File: config.mk
export PLATFORM = sky130hd
export DESIGN_NAME = os_timer_compare_and_free_counter_flat
export DESIGN_NICKNAME = d
export VERILOG_FILES = /design/src/hw/rtl/ostc_pkg.sv /design/src/hw/rtl/ostc_if.sv /design/src/hw/rtl/os_timer_compare_and_free_counter.sv /design/src/flat_wrapper.sv
export SDC_FILE = /design/constraint.sdc
export NUM_CORES = 1
export LEC_CHECK = 0
export ABC_AREA = 0
export BUFFER_PORTS_ARGS = -buffer_cell sky130_fd_sc_hd__clkbuf_2
export CELL_PAD_IN_SITES_DETAIL_PLACEMENT = 1
export CELL_PAD_IN_SITES_GLOBAL_PLACEMENT = 1
export CORE_MARGIN = 2
export CORE_UTILIZATION = 47
export DETAILED_ROUTE_END_ITERATION = 6
export GPL_ROUTABILITY_DRIVEN = 0
export PLACE_DENSITY_LB_ADDON = 0.08
export SYNTH_ARGS = -nofsm -noshare
export SYNTH_HDL_FRONTEND = slang
export SYNTH_SLANG_ARGS = --single-unit
File: constraint.sdc
create_clock -name clock -period 4.7 [get_ports clock]
set_clock_uncertainty 0.2 [all_clocks]
set_input_delay 0.235 -clock clock [delete_from_list [all_inputs] [get_ports clock]]
set_output_delay 0.235 -clock clock [all_outputs]
set_load 0.005 [all_outputs]
File: src/hw/rtl/ostc_pkg.sv
// Package for the two-channel system timer: register indexes, command codes,
// widths and the prescale divider helper.
// No dependencies; every other file of the timer imports this package.
package ostc_pkg;

   localparam int COMPARE_WIDTH = 32;
   localparam int DATA_W        = 32;
   localparam int FREE_W        = 64;
   localparam int DIV_W         = 6;

   typedef logic [1:0]               command_type;
   typedef logic [3:0]               index_type;
   typedef logic [DATA_W-1:0]        data_type;
   typedef logic [COMPARE_WIDTH-1:0] compare_type;
   typedef logic [FREE_W-1:0]        free_type;
   typedef logic [DIV_W-1:0]         divider_type;

   localparam command_type CMD_TICK  = 2'd0;
   localparam command_type CMD_READ  = 2'd1;
   localparam command_type CMD_WRITE = 2'd2;

   localparam index_type REG_PRESCALE = 4'd0;
   localparam index_type REG_CLEAR    = 4'd2;
   localparam index_type REG_FLAG     = 4'd3;
   localparam index_type REG_MASK     = 4'd4;
   localparam index_type REG_CMPVAL   = 4'd5;
   localparam index_type REG_COUNT    = 4'd6;
   localparam index_type REG_FREE_LO  = 4'd8;
   localparam index_type REG_FREE_HI  = 4'd9;
   localparam index_type REG_EN_SET   = 4'd13;
   localparam index_type REG_EN_CLR   = 4'd14;

   // Last divider count of a period: code c divides the tick rate by 4^c.
   function automatic divider_type div_limit(input logic [1:0] code);
      divider_type lim;
      unique case (code)
         2'd0: lim = 6'd0;
         2'd1: lim = 6'd3;
         2'd2: lim = 6'd15;
         default: lim = 6'd63;
      endcase
      return lim;
   endfunction

endpackage

File: src/hw/rtl/ostc_if.sv
// Channel interfaces of the system timer: the request channel and the
// response channel, each with valid/ready and its payload. Uses ostc_pkg.
interface ostc_req_if import ostc_pkg::*; ();
   logic        valid;
   logic        ready;
   command_type command;
   index_type   word_index;
   data_type    write_data;

   modport source (output valid, command, word_index, write_data, input ready);
   modport sink   (input valid, command, word_index, write_data, output ready);
endinterface

interface ostc_rsp_if import ostc_pkg::*; ();
   logic     valid;
   logic     ready;
   data_type read_data;
   logic     irq;

   modport source (output valid, read_data, irq, input ready);
   modport sink   (input valid, read_data, irq, output ready);
endinterface

File: src/hw/rtl/os_timer_compare_and_free_counter.sv
// Two-channel system timer: prescaled compare timer plus free-running 64-bit
// counter, with a two-entry response buffer. Uses ostc_pkg and ostc_if.sv.
//
//   channel   direction  handshake      payload
//   req_chan  in         valid/ready    command, word_index, write_data
//   rsp_chan  out        valid/ready    read_data, irq
//
// The timer state updates at the accepting edge and the response is registered
// at that same edge.
// The response buffer holds two entries, so a request is still taken while one
// response waits; req ready drops only when both entries are full.
// Synchronous reset clears all timer state (mask set) and empties the buffer.
module os_timer_compare_and_free_counter
   import ostc_pkg::*;
(
   input  logic         clock,
   input  logic         reset,
   ostc_req_if.sink     req_chan,
   ostc_rsp_if.source   rsp_chan
);

   typedef struct packed {
      data_type read_data;
      logic     irq;
   } rsp_payload_type;

   logic [3:0]  prescale_ff, prescale_in;
   logic [1:0]  enable_ff, enable_in;
   divider_type div_one_ff, div_one_in;
   divider_type div_two_ff, div_two_in;
   compare_type count_ff, count_in;
   compare_type cmpval_ff, cmpval_in;
   logic        flag_ff, flag_in;
   logic        mask_ff, mask_in;
   free_type    free_ff, free_in;
   data_type    latch_ff, latch_in;

   rsp_payload_type out_ff, skid_ff, result;
   logic            out_valid_ff, skid_valid_ff;
   logic            push, pop;
   compare_type     count_next;

   assign req_chan.ready = !skid_valid_ff;
   assign push           = req_chan.valid && req_chan.ready;
   assign pop            = out_valid_ff && rsp_chan.ready;
   assign count_next     = count_ff + 1'b1;

   always_comb begin
      prescale_in = prescale_ff;
      enable_in   = enable_ff;
      div_one_in  = div_one_ff;
      div_two_in  = div_two_ff;
      count_in    = count_ff;
      cmpval_in   = cmpval_ff;
      flag_in     = flag_ff;
      mask_in     = mask_ff;
      free_in     = free_ff;
      latch_in    = latch_ff;
      result.read_data = '0;

      unique case (req_chan.command)
         CMD_TICK: begin
            if (enable_ff[0]) begin
               if (div_one_ff >= div_limit(prescale_ff[1:0])) begin
                  div_one_in = '0;
                  if (count_next == cmpval_ff) begin
                     flag_in  = 1'b1;
                     count_in = '0;
                  end else begin
                     count_in = count_next;
                  end
               end else begin
                  div_one_in = div_one_ff + 1'b1;
               end
            end
            if (enable_ff[1]) begin
               if (div_two_ff >= div_limit(prescale_ff[3:2])) begin
                  div_two_in = '0;
                  free_in    = free_ff + 1'b1;
               end else begin
                  div_two_in = div_two_ff + 1'b1;
               end
            end
         end
         CMD_READ: begin
            unique case (req_chan.word_index)
               REG_PRESCALE: result.read_data = DATA_W'(prescale_ff);
               REG_FLAG:     result.read_data = DATA_W'(flag_ff);
               REG_MASK:     result.read_data = DATA_W'(mask_ff);
               REG_CMPVAL:   result.read_data = DATA_W'(cmpval_ff);
               REG_COUNT:    result.read_data = DATA_W'(count_ff);
               REG_FREE_LO: begin
                  // Reading the low word snapshots the high word.
                  latch_in         = free_ff[FREE_W-1:DATA_W];
                  result.read_data = free_ff[DATA_W-1:0];
               end
               REG_FREE_HI:  result.read_data = latch_ff;
               default:      result.read_data = '0;
            endcase
         end
         CMD_WRITE: begin
            unique case (req_chan.word_index)
               REG_PRESCALE: prescale_in = req_chan.write_data[3:0];
               REG_CLEAR: begin
                  if (req_chan.write_data[0]) begin
                     count_in   = '0;
                     div_one_in = '0;
                  end
                  if (req_chan.write_data[1]) begin
                     free_in    = '0;
                     div_two_in = '0;
                  end
               end
               REG_FLAG:   if (!req_chan.write_data[0]) flag_in = 1'b0;
               REG_MASK:   mask_in   = req_chan.write_data[0];
               REG_CMPVAL: cmpval_in = req_chan.write_data[COMPARE_WIDTH-1:0];
               REG_COUNT:  count_in  = req_chan.write_data[COMPARE_WIDTH-1:0];
               REG_EN_SET: enable_in = enable_ff | req_chan.write_data[1:0];
               REG_EN_CLR: enable_in = enable_ff & ~req_chan.write_data[1:0];
               default: ;
            endcase
         end
         default: ;
      endcase

      result.irq = flag_in & ~mask_in;
   end

   always_ff @(posedge clock) begin
      if (reset) begin
         prescale_ff <= '0;
         enable_ff   <= '0;
         div_one_ff  <= '0;
         div_two_ff  <= '0;
         count_ff    <= '0;
         cmpval_ff   <= '0;
         flag_ff     <= 1'b0;
         mask_ff     <= 1'b1;
         free_ff     <= '0;
         latch_ff    <= '0;
      end else if (push) begin
         prescale_ff <= prescale_in;
         enable_ff   <= enable_in;
         div_one_ff  <= div_one_in;
         div_two_ff  <= div_two_in;
         count_ff    <= count_in;
         cmpval_ff   <= cmpval_in;
         flag_ff     <= flag_in;
         mask_ff     <= mask_in;
         free_ff     <= free_in;
         latch_ff    <= latch_in;
      end
   end

   // Two-entry response buffer: the skid entry fills only when the output
   // entry is occupied and not being taken.
   always_ff @(posedge clock) begin
      if (reset) begin
         out_valid_ff  <= 1'b0;
         skid_valid_ff <= 1'b0;
      end else if (skid_valid_ff) begin
         if (pop) begin
            out_valid_ff  <= 1'b1;
            skid_valid_ff <= 1'b0;
         end
      end else if (push) begin
         if (!out_valid_ff || pop) begin
            out_valid_ff <= 1'b1;
         end else begin
            skid_valid_ff <= 1'b1;
         end
      end else if (pop) begin
         out_valid_ff <= 1'b0;
      end
   end

   always_ff @(posedge clock) begin
      if (skid_valid_ff) begin
         if (pop) begin
            out_ff <= skid_ff;
         end
      end else if (push) begin
         if (!out_valid_ff || pop) begin
            out_ff <= result;
         end else begin
            skid_ff <= result;
         end
      end
   end

   assign rsp_chan.valid     = out_valid_ff;
   assign rsp_chan.read_data = out_ff.read_data;
   assign rsp_chan.irq       = out_ff.irq;

endmodule

File: src/flat_wrapper.sv
// flat-port wrapper written by rule: the top's interface ports become plain ports
module os_timer_compare_and_free_counter_flat import ostc_pkg::*;
  (clock, reset, req_chan_valid, req_chan_command, req_chan_word_index, req_chan_write_data, req_chan_ready, rsp_chan_valid, rsp_chan_read_data, rsp_chan_irq, rsp_chan_ready);
  ostc_req_if req_chan_i ();
  ostc_rsp_if rsp_chan_i ();
  input  logic clock;
  input  logic reset;
  input wire logic [$bits(req_chan_i.valid)-1:0] req_chan_valid;
  input wire logic [$bits(req_chan_i.command)-1:0] req_chan_command;
  input wire logic [$bits(req_chan_i.word_index)-1:0] req_chan_word_index;
  input wire logic [$bits(req_chan_i.write_data)-1:0] req_chan_write_data;
  output wire logic [$bits(req_chan_i.ready)-1:0] req_chan_ready;
  output wire logic [$bits(rsp_chan_i.valid)-1:0] rsp_chan_valid;
  output wire logic [$bits(rsp_chan_i.read_data)-1:0] rsp_chan_read_data;
  output wire logic [$bits(rsp_chan_i.irq)-1:0] rsp_chan_irq;
  input wire logic [$bits(rsp_chan_i.ready)-1:0] rsp_chan_ready;
  assign req_chan_i.valid = req_chan_valid;
  assign req_chan_i.command = req_chan_command;
  assign req_chan_i.word_index = req_chan_word_index;
  assign req_chan_i.write_data = req_chan_write_data;
  assign req_chan_ready = req_chan_i.ready;
  assign rsp_chan_valid = rsp_chan_i.valid;
  assign rsp_chan_read_data = rsp_chan_i.read_data;
  assign rsp_chan_irq = rsp_chan_i.irq;
  assign rsp_chan_i.ready = rsp_chan_ready;
  os_timer_compare_and_free_counter u_core (.clock(clock), .reset(reset), .req_chan(req_chan_i), .rsp_chan(rsp_chan_i));
endmodule
==> flow_metrics.py, run 1 <==
metrics = {
    "outcome": {
        "run_status": "completed",
    },
    "timing": {
        "rsz0062_at_grt": "false",
        "finalMaxSlewViolations": 0,
        "finalCriticalPeriod_ns": 4.11,
        "setup_viol": 0,
        "fmaxAchievable_mhz": 244,
        "worst-slew-pin-transition_ns": 1.15,
        "timing.max_slew.rel_slack": 0.232,
        "fin_tns_setup_ns": 0,
        "post-route-period-util": 0.874,
        "finalHoldViolCount": 0,
    },
    "cells_and_area": {
        "area.sequential_um2": 5630,
        "multi_input_comb_area_um2": 7160,
        "antennaDiodeCount": 0,
        "number_of_nets_in_the_layout": 1703,
        "layout.filler_cells": 3362,
        "fraction_of_layout_instances_using_a_drive_strength_above_1": 0.134,
        "layout-area-overhead-vs-synth_pct": 15.1,
        "fin_util": 0.551,
    },
    "clocking": {
        "post-cts-setup-buffer-count": 0,
        "post_cts.resized_instances": 0,
        "cts_root_buf": "clkbuf_16",
        "clock_transition_at_the_register_clock_pins_on_the_worst_setup_and_hold_paths_after_cts_ns": 0.06,
        "cts-root-to-sink-buffers": 3,
        "postCtsHoldBufs": 42,
        "tritoncts": "yes",
        "cts.sinks": 248,
        "clock_latency_ns": 0.55,
        "cts_inserted_buffers": 28,
        "htreeDepth": 1,
    },
    "setup_path": {
        "cp-end-kind": "register",
        "worst_ep_required_time_ns": 4.89,
        "startpoint_type": "register",
        "crit-reg2reg-capture": "u_core.count_ff[28]$_SDFFE_PP0P_",
        "worst-setup-path-type": "reg -> reg",
        "crit_path_max_incr_delay_ns": 0.66,
        "setup.reg_to_reg.worst_slack_ns": 0.59,
        "path_buf_inv": 0,
        "dominant_delay_contributor_by_cell_family_on_the_critical_path": "simple AND/OR/NAND/NOR gates",
        "critical_path.cell_chain": "ha_1 -> nand3_1 -> or4_4 -> or4_1 -> nand3_1 -> nand4_1 -> nor3_1 -> nand4_1 -> nand2_1 -> o22ai_1",
        "crit-reg2reg-launch": "u_core.count_ff[0]$_SDFFE_PP0P_",
        "cp.arrival_ns": 4.30,
        "timing.critical_path.fanout_max": 8,
        "crit_slowest_cell": "or4_1",
        "path_depth_of_the_worst_reg2reg_path": 10,
    },
    "floorplan": {
        "die_width_um": 173,
        "initial_core_util": 0.479,
        "overall_die_area_um2": 29800,
        "floorplan.rows": 61,
        "placeableCoreArea_um2": 27900,
        "floorplan.die.height_um": 173,
        "io_pins": 77,
    },
    "detailed_routing": {
        "drt_drc_violations_left": 0,
        "detail_route.wirelength_um": 49500,
        "drt_iter0_drc": 1302,
        "routed_wire_length_per_instance_um": 24.2,
        "routed-via-count": 13100,
        "ant_nets": 0,
        "vias_per_cell": 6.38,
        "drt-pass1-iter-count": 6,
    },
    "grt": {
        "grt_pass1_wl_um": 76800,
        "via_count_of_the_first_global_routing_pass": 13100,
        "antenna_found_initial": 0,
        "maximum_number_of_pins_on_one_net_before_global_route_repair": 79,
        "grt.overflow.total": 0,
        "track_usage": 0.324,
    },
    "hold_path": {
        "hold_path.class": "in -> reg",
        "whs_endpoint": "u_core.skid_ff[1]$_DFFE_PP_",
        "hold_sp": "req_chan_word_index[0]",
        "min_path_cells": 3,
    },
    "yosys": {
        "netlist_cell_types": 77,
        "ys_warn_count": 0,
        "postSynthAreaPerCell_um2": 8.50,
        "seq_cells_post_synth": 248,
        "post_synth_instance_area_um2": 13400,
        "sequential_fraction_of_the_synthesis_area": 0.420,
        "synthesis.nets": 1633,
        "post_synth_inst_count": 1575,
        "synth_ff_type": "dfxtp_1",
        "synth_enable_flop_cells": 66,
        "asyncSetResetFlopFracSynth": 0,
    },
    "job": {
        "number_of_maximum_capacitance_constraint_violations": 0,
    },
    "place": {
        "placement.io_buffers": 76,
        "detailedPlacementHpwl_um": 35200,
    },
    "pwr": {
        "power_per_cell_area_nw_per_um2": 305,
        "design_power_total_uw": 4700,
        "leakage_power_uw": 0.00530,
        "vdd.ir_drop.worst_mv": 0.228,
    },
}
[sequential cells by signal (all words and copies together), names as in the netlist, named ones only]
signal and cells:
u_core.rsp_chan.read_data 32, u_core.skid_valid_ff 1, u_core.flag_ff 1, u_core.div_two_ff 6, u_core.mask_ff 1, u_core.cmpval_ff 32, u_core.prescale_ff 4, u_core.skid_ff 33
u_core.div_one_ff 6, u_core.free_ff 64, u_core.rsp_chan.valid 1, u_core.rsp_chan.irq 1, u_core.count_ff 32, u_core.latch_ff 32
[stage by stage]
| stage | hold WS [ns] | instances | cell area, um^2 | worst slack (ns) |
|---|---|---|---|---|
| 3_5_place_dp | 0.247 | 1951 | 14100 | 0.736 |
| 6_report | 0.108 | 2045 | 15400 | 0.594 |
| 5_1_grt | 0.146 | 2045 | 15400 | 0.414 |
| 4_1_cts | 0.0832 | 2045 | 15400 | 0.709 |
| 2_1_floorplan | 0.135 | 1575 | 13400 | 1.10 |
| 3_3_place_gp | 0.249 | 1951 | 14100 | 0.911 |
[final cells by class]
cell class / instances / share of cell area
Inverter: 44 / 0.0107
Sequential cell: 248 / 0.365
Tap cell: 378 / 0.0307
Multi-Input combinational cell: 1171 / 0.465
Clock inverter: 6 / 0.00374
Clock buffer: 46 / 0.0558
Timing Repair Buffer: 152 / 0.0687
[cell families after synthesis]
kind of cell	synth area share
simple gates	0.240
xor+xnor	0.0426
buf+inv	0.0468
flops	0.420
compound gates	0.189
fa+ha+maj	0.0150
mux	0.0461
[how the worst max path moves through the flow]
stage | from | to | slack [ns] | cells after the start
final | u_core.count_ff[0]$_SDFFE_PP0P_ | u_core.count_ff[28]$_SDFFE_PP0P_ | 0.59 | 10
after global routing | u_core.count_ff[0]$_SDFFE_PP0P_ | u_core.count_ff[18]$_SDFFE_PP0P_ | 0.41 | 11
after CTS | u_core.count_ff[0]$_SDFFE_PP0P_ | u_core.count_ff[4]$_SDFFE_PP0P_ | 0.71 | 11
after detailed placement | u_core.count_ff[0]$_SDFFE_PP0P_ | u_core.count_ff[4]$_SDFFE_PP0P_ | 0.74 | 11
after global placement | u_core.count_ff[15]$_SDFFE_PP0P_ | u_core.count_ff[28]$_SDFFE_PP0P_ | 0.91 | 9
after floorplan | u_core.prescale_ff[3]$_SDFFE_PP0P_ | u_core.free_ff[33]$_SDFFE_PP0P_ | 1.10 | 12
[report_power, final]
part / switching, uW / internal (uW)
Clock: 891 / 1290
Sequential: 17.3 / 2220
Combinational: 173 / 97.4
[worst min-delay path, cell delays in order]
cell and delay [ns]:
clkbuf_2 0.18, nand3b_1 0.12, a31oi_1 0.11
[cell usage after synthesis (all sizes together) (11+ instances only)]
library cell / number / area (um^2)
o211ai: 11 / 82.6
xnor2: 36 / 323
buf: 24 / 130
nor4: 21 / 168
or3: 16 / 100
a31oi: 12 / 75.1
nand3: 64 / 325
nand4: 47 / 307
o31ai: 20 / 150
or4: 29 / 225
and2: 12 / 75.1
edfxtp: 66 / 1980
nor2b: 11 / 68.8
inv: 43 / 161
dfxtp: 182 / 3640
clkbuf: 88 / 330
a22oi: 71 / 533
mux2i: 20 / 200
ha: 16 / 200
and3: 36 / 225
mux2: 37 / 417
nand2b: 22 / 138
nor2: 81 / 304
a21oi: 169 / 857
nor3: 29 / 155
xor2: 23 / 201
o221ai: 11 / 96.3
o21ai: 33 / 165
nand2: 248 / 933
[layout by cell type (no fill, tap or decap), types with 42 or more instances in the layout]
cell	count
nand2_1	247
dfxtp_1	182
a21oi_1	165
nor2_1	80
clkbuf_2	75
a22oi_1	71
edfxtp_1	66
nand3_1	63
nand4_1	45
inv_1	43
dlygate4sd3_1	42
[per-layer routing]
metal / routed length [um] / GRT usage
met1: 20800 / 0.426
met3: 3220 / 0.0427
met5: 0 / 0
met4: 1800 / 0.112
met2: 23700 / 0.549
(Power assumes the default switching activity.)
==> run 2, diff against run 1 <==
Settings changed: MAX_ROUTING_LAYER set to met4.
==> run 2 against run 1 <==
Net effect: clock power is essentially flat; worst setup slack improved by 0.0031 ns; highest routed layer unchanged; flip-flop and latch count is the same; sequential power barely moved; wire length about the same; critical path depth rose by 1.
==> flow_metrics.py, run 2 (same netlist as run 1, synthesis figures left out) <==
metrics = {
    "timing": {
        "setup_viol": 0,
        "final_critical_path_setup_slack_ns": 0.597,
        "finalCriticalPeriod_ns": 4.10,
        "worst-slew-pin-transition_ns": 1.19,
        "fin_tns_setup_ns": 0,
        "holdWs_ns": 0.110,
        "timing.max_slew.rel_slack": 0.210,
        "post-route-period-util": 0.873,
        "rsz0062_at_grt": "false",
        "finalMaxSlewViolations": 0,
        "finalHoldViolCount": 0,
        "fmaxAchievable_mhz": 244,
    },
    "grt": {
        "maximum_number_of_pins_on_one_net_before_global_route_repair": 79,
        "via_count_of_the_first_global_routing_pass": 13000,
        "grt_pass1_wl_um": 76900,
        "grt.overflow.total": 0,
        "track_usage": 0.334,
        "antenna_found_initial": 0,
    },
    "cells_and_area": {
        "layout.cells.most_common": "nand2_1",
        "leading_cell_types_in_the_layout_fill_and_taps_excluded": "nand2_1 (247), dfxtp_1 (182), a21oi_1 (165)",
        "regMostFlops": "u_core.free_ff",
        "biggestRegsByFlops": "u_core.free_ff (64), u_core.skid_ff (33)",
        "fraction_of_layout_instances_using_a_drive_strength_above_1": 0.134,
        "layout-area-overhead-vs-synth_pct": 15.1,
        "antennaDiodeCount": 0,
        "largest_register_ffs": 64,
        "number_of_nets_in_the_layout": 1703,
        "fin_util": 0.551,
    },
    "clocking": {
        "cts_root_buf": "clkbuf_16",
        "htreeDepth": 1,
        "clock_transition_at_the_register_clock_pins_on_the_worst_setup_and_hold_paths_after_cts_ns": 0.06,
        "cts-root-to-sink-buffers": 3,
        "post_cts.resized_instances": 0,
        "tritoncts": "yes",
        "cts.sinks": 248,
        "clock_latency_ns": 0.55,
        "cts_inserted_buffers": 28,
    },
    "floorplan": {
        "io_pins": 77,
        "floorplan.rows": 61,
        "overall_die_area_um2": 29800,
        "die_width_um": 173,
        "initial_core_util": 0.479,
        "floorplan.die.height_um": 173,
        "placeableCoreArea_um2": 27900,
    },
    "setup_path": {
        "startpoint_type": "register",
        "setup.reg_to_reg.worst_slack_ns": 0.60,
        "worst_ep_required_time_ns": 4.91,
        "cp-end-kind": "register",
        "crit_path_max_incr_delay_ns": 0.51,
        "critical-path-top-cell-by-count": "and3_1",
        "worst-setup-path-type": "reg -> reg",
        "timing.critical_path.fanout_max": 14,
        "crit_slowest_cell": "dfxtp_1",
        "critical_path.cell_chain": "ha_1 -> and3_1 -> and3_1 -> nand4_1 -> xnor2_1 -> o2111ai_1 -> nor4_1 -> a21oi_2 -> buf_4 -> a21oi_1 -> o221ai_1",
        "dominant_delay_contributor_by_cell_family_on_the_critical_path": "simple AND/OR/NAND/NOR gates",
        "cp.arrival_ns": 4.31,
        "path_buf_inv": 1,
    },
    "place": {
        "post-place-ws_ns": 0.736,
        "placement.io_buffers": 76,
        "detailedPlacementHpwl_um": 35200,
    },
    "pwr": {
        "leakage_power_uw": 0.00530,
        "design_power_total_uw": 4700,
        "power_per_cell_area_nw_per_um2": 305,
        "vdd.ir_drop.worst_mv": 0.229,
    },
    "job": {
        "number_of_maximum_capacitance_constraint_violations": 0,
    },
    "hold_path": {
        "hold_path.class": "in -> reg",
    },
    "detailed_routing": {
        "drt-pass1-iter-count": 7,
        "vias_per_cell": 6.38,
        "routed-via-count": 13100,
        "drt_iter0_drc": 1354,
        "ant_nets": 0,
        "detail_route.wirelength_um": 49500,
        "routed_wire_length_per_instance_um": 24.2,
        "drt_drc_violations_left": 0,
    },
    "outcome": {
        "run_status": "completed",
    },
}
## run 2: path summary, 6_finish.rpt
path,startpoint,to,cells after the start
setup / recovery,u_core.count_ff[0]$_SDFFE_PP0P_,u_core.count_ff[18]$_SDFFE_PP0P_,11
hold / removal,req_chan_word_index[0],u_core.skid_ff[0]$_DFFE_PP_,4
setup reg to reg,u_core.count_ff[0]$_SDFFE_PP0P_,u_core.count_ff[18]$_SDFFE_PP0P_,11
hold reg to reg,u_core.latch_ff[22]$_SDFFE_PP0P_,u_core.latch_ff[22]$_SDFFE_PP0P_,2
## run 2: routing by layer
metal,GRT usage,up-vias,share of wire
met1,0.428,6508,0.42
met2,0.549,489,0.48
li1,-,5931,-
met3,0.0420,124,0.062
met4,0.111,0,0.035
met5,-,-,0
## run 2: repair_timing
action | in CTS | in global routing
hold buffers | 42 | 0
setup buffers | 0 | 0
hold endpoints to repair | 85 | 0
## run 2: layout make-up
cell class	instances	area, um^2
fill	3362	12500
timing repair buffer	152	1060
sequential	248	5630
inverter	44	165
multi-input combinational	1171	7160
clock inverter	6	57.6
clock buffer	46	860
tap	378	473
## run 2: worst min-delay path, cell delays in order
cell	delay [ns]
clkbuf_2	0.18
nand4_1	0.13
a2bb2oi_1	0.10
nor2_1	0.08
## run 2: per-stage QoR
step                cell area [um^2]  std cells
global placement               14100       1951
floorplan                      13400       1575
CTS                            15400       2045
detailed placement             14100       1951
global route                   15400       2045
finish                         15400       2045
## run 2: power by group
part / internal, uW / switching [uW] / leakage [uW]
clock network: 1290 / 893 / 0.000449
registers: 2220 / 17.3 / 0.00211
logic: 97.4 / 174 / 0.00274
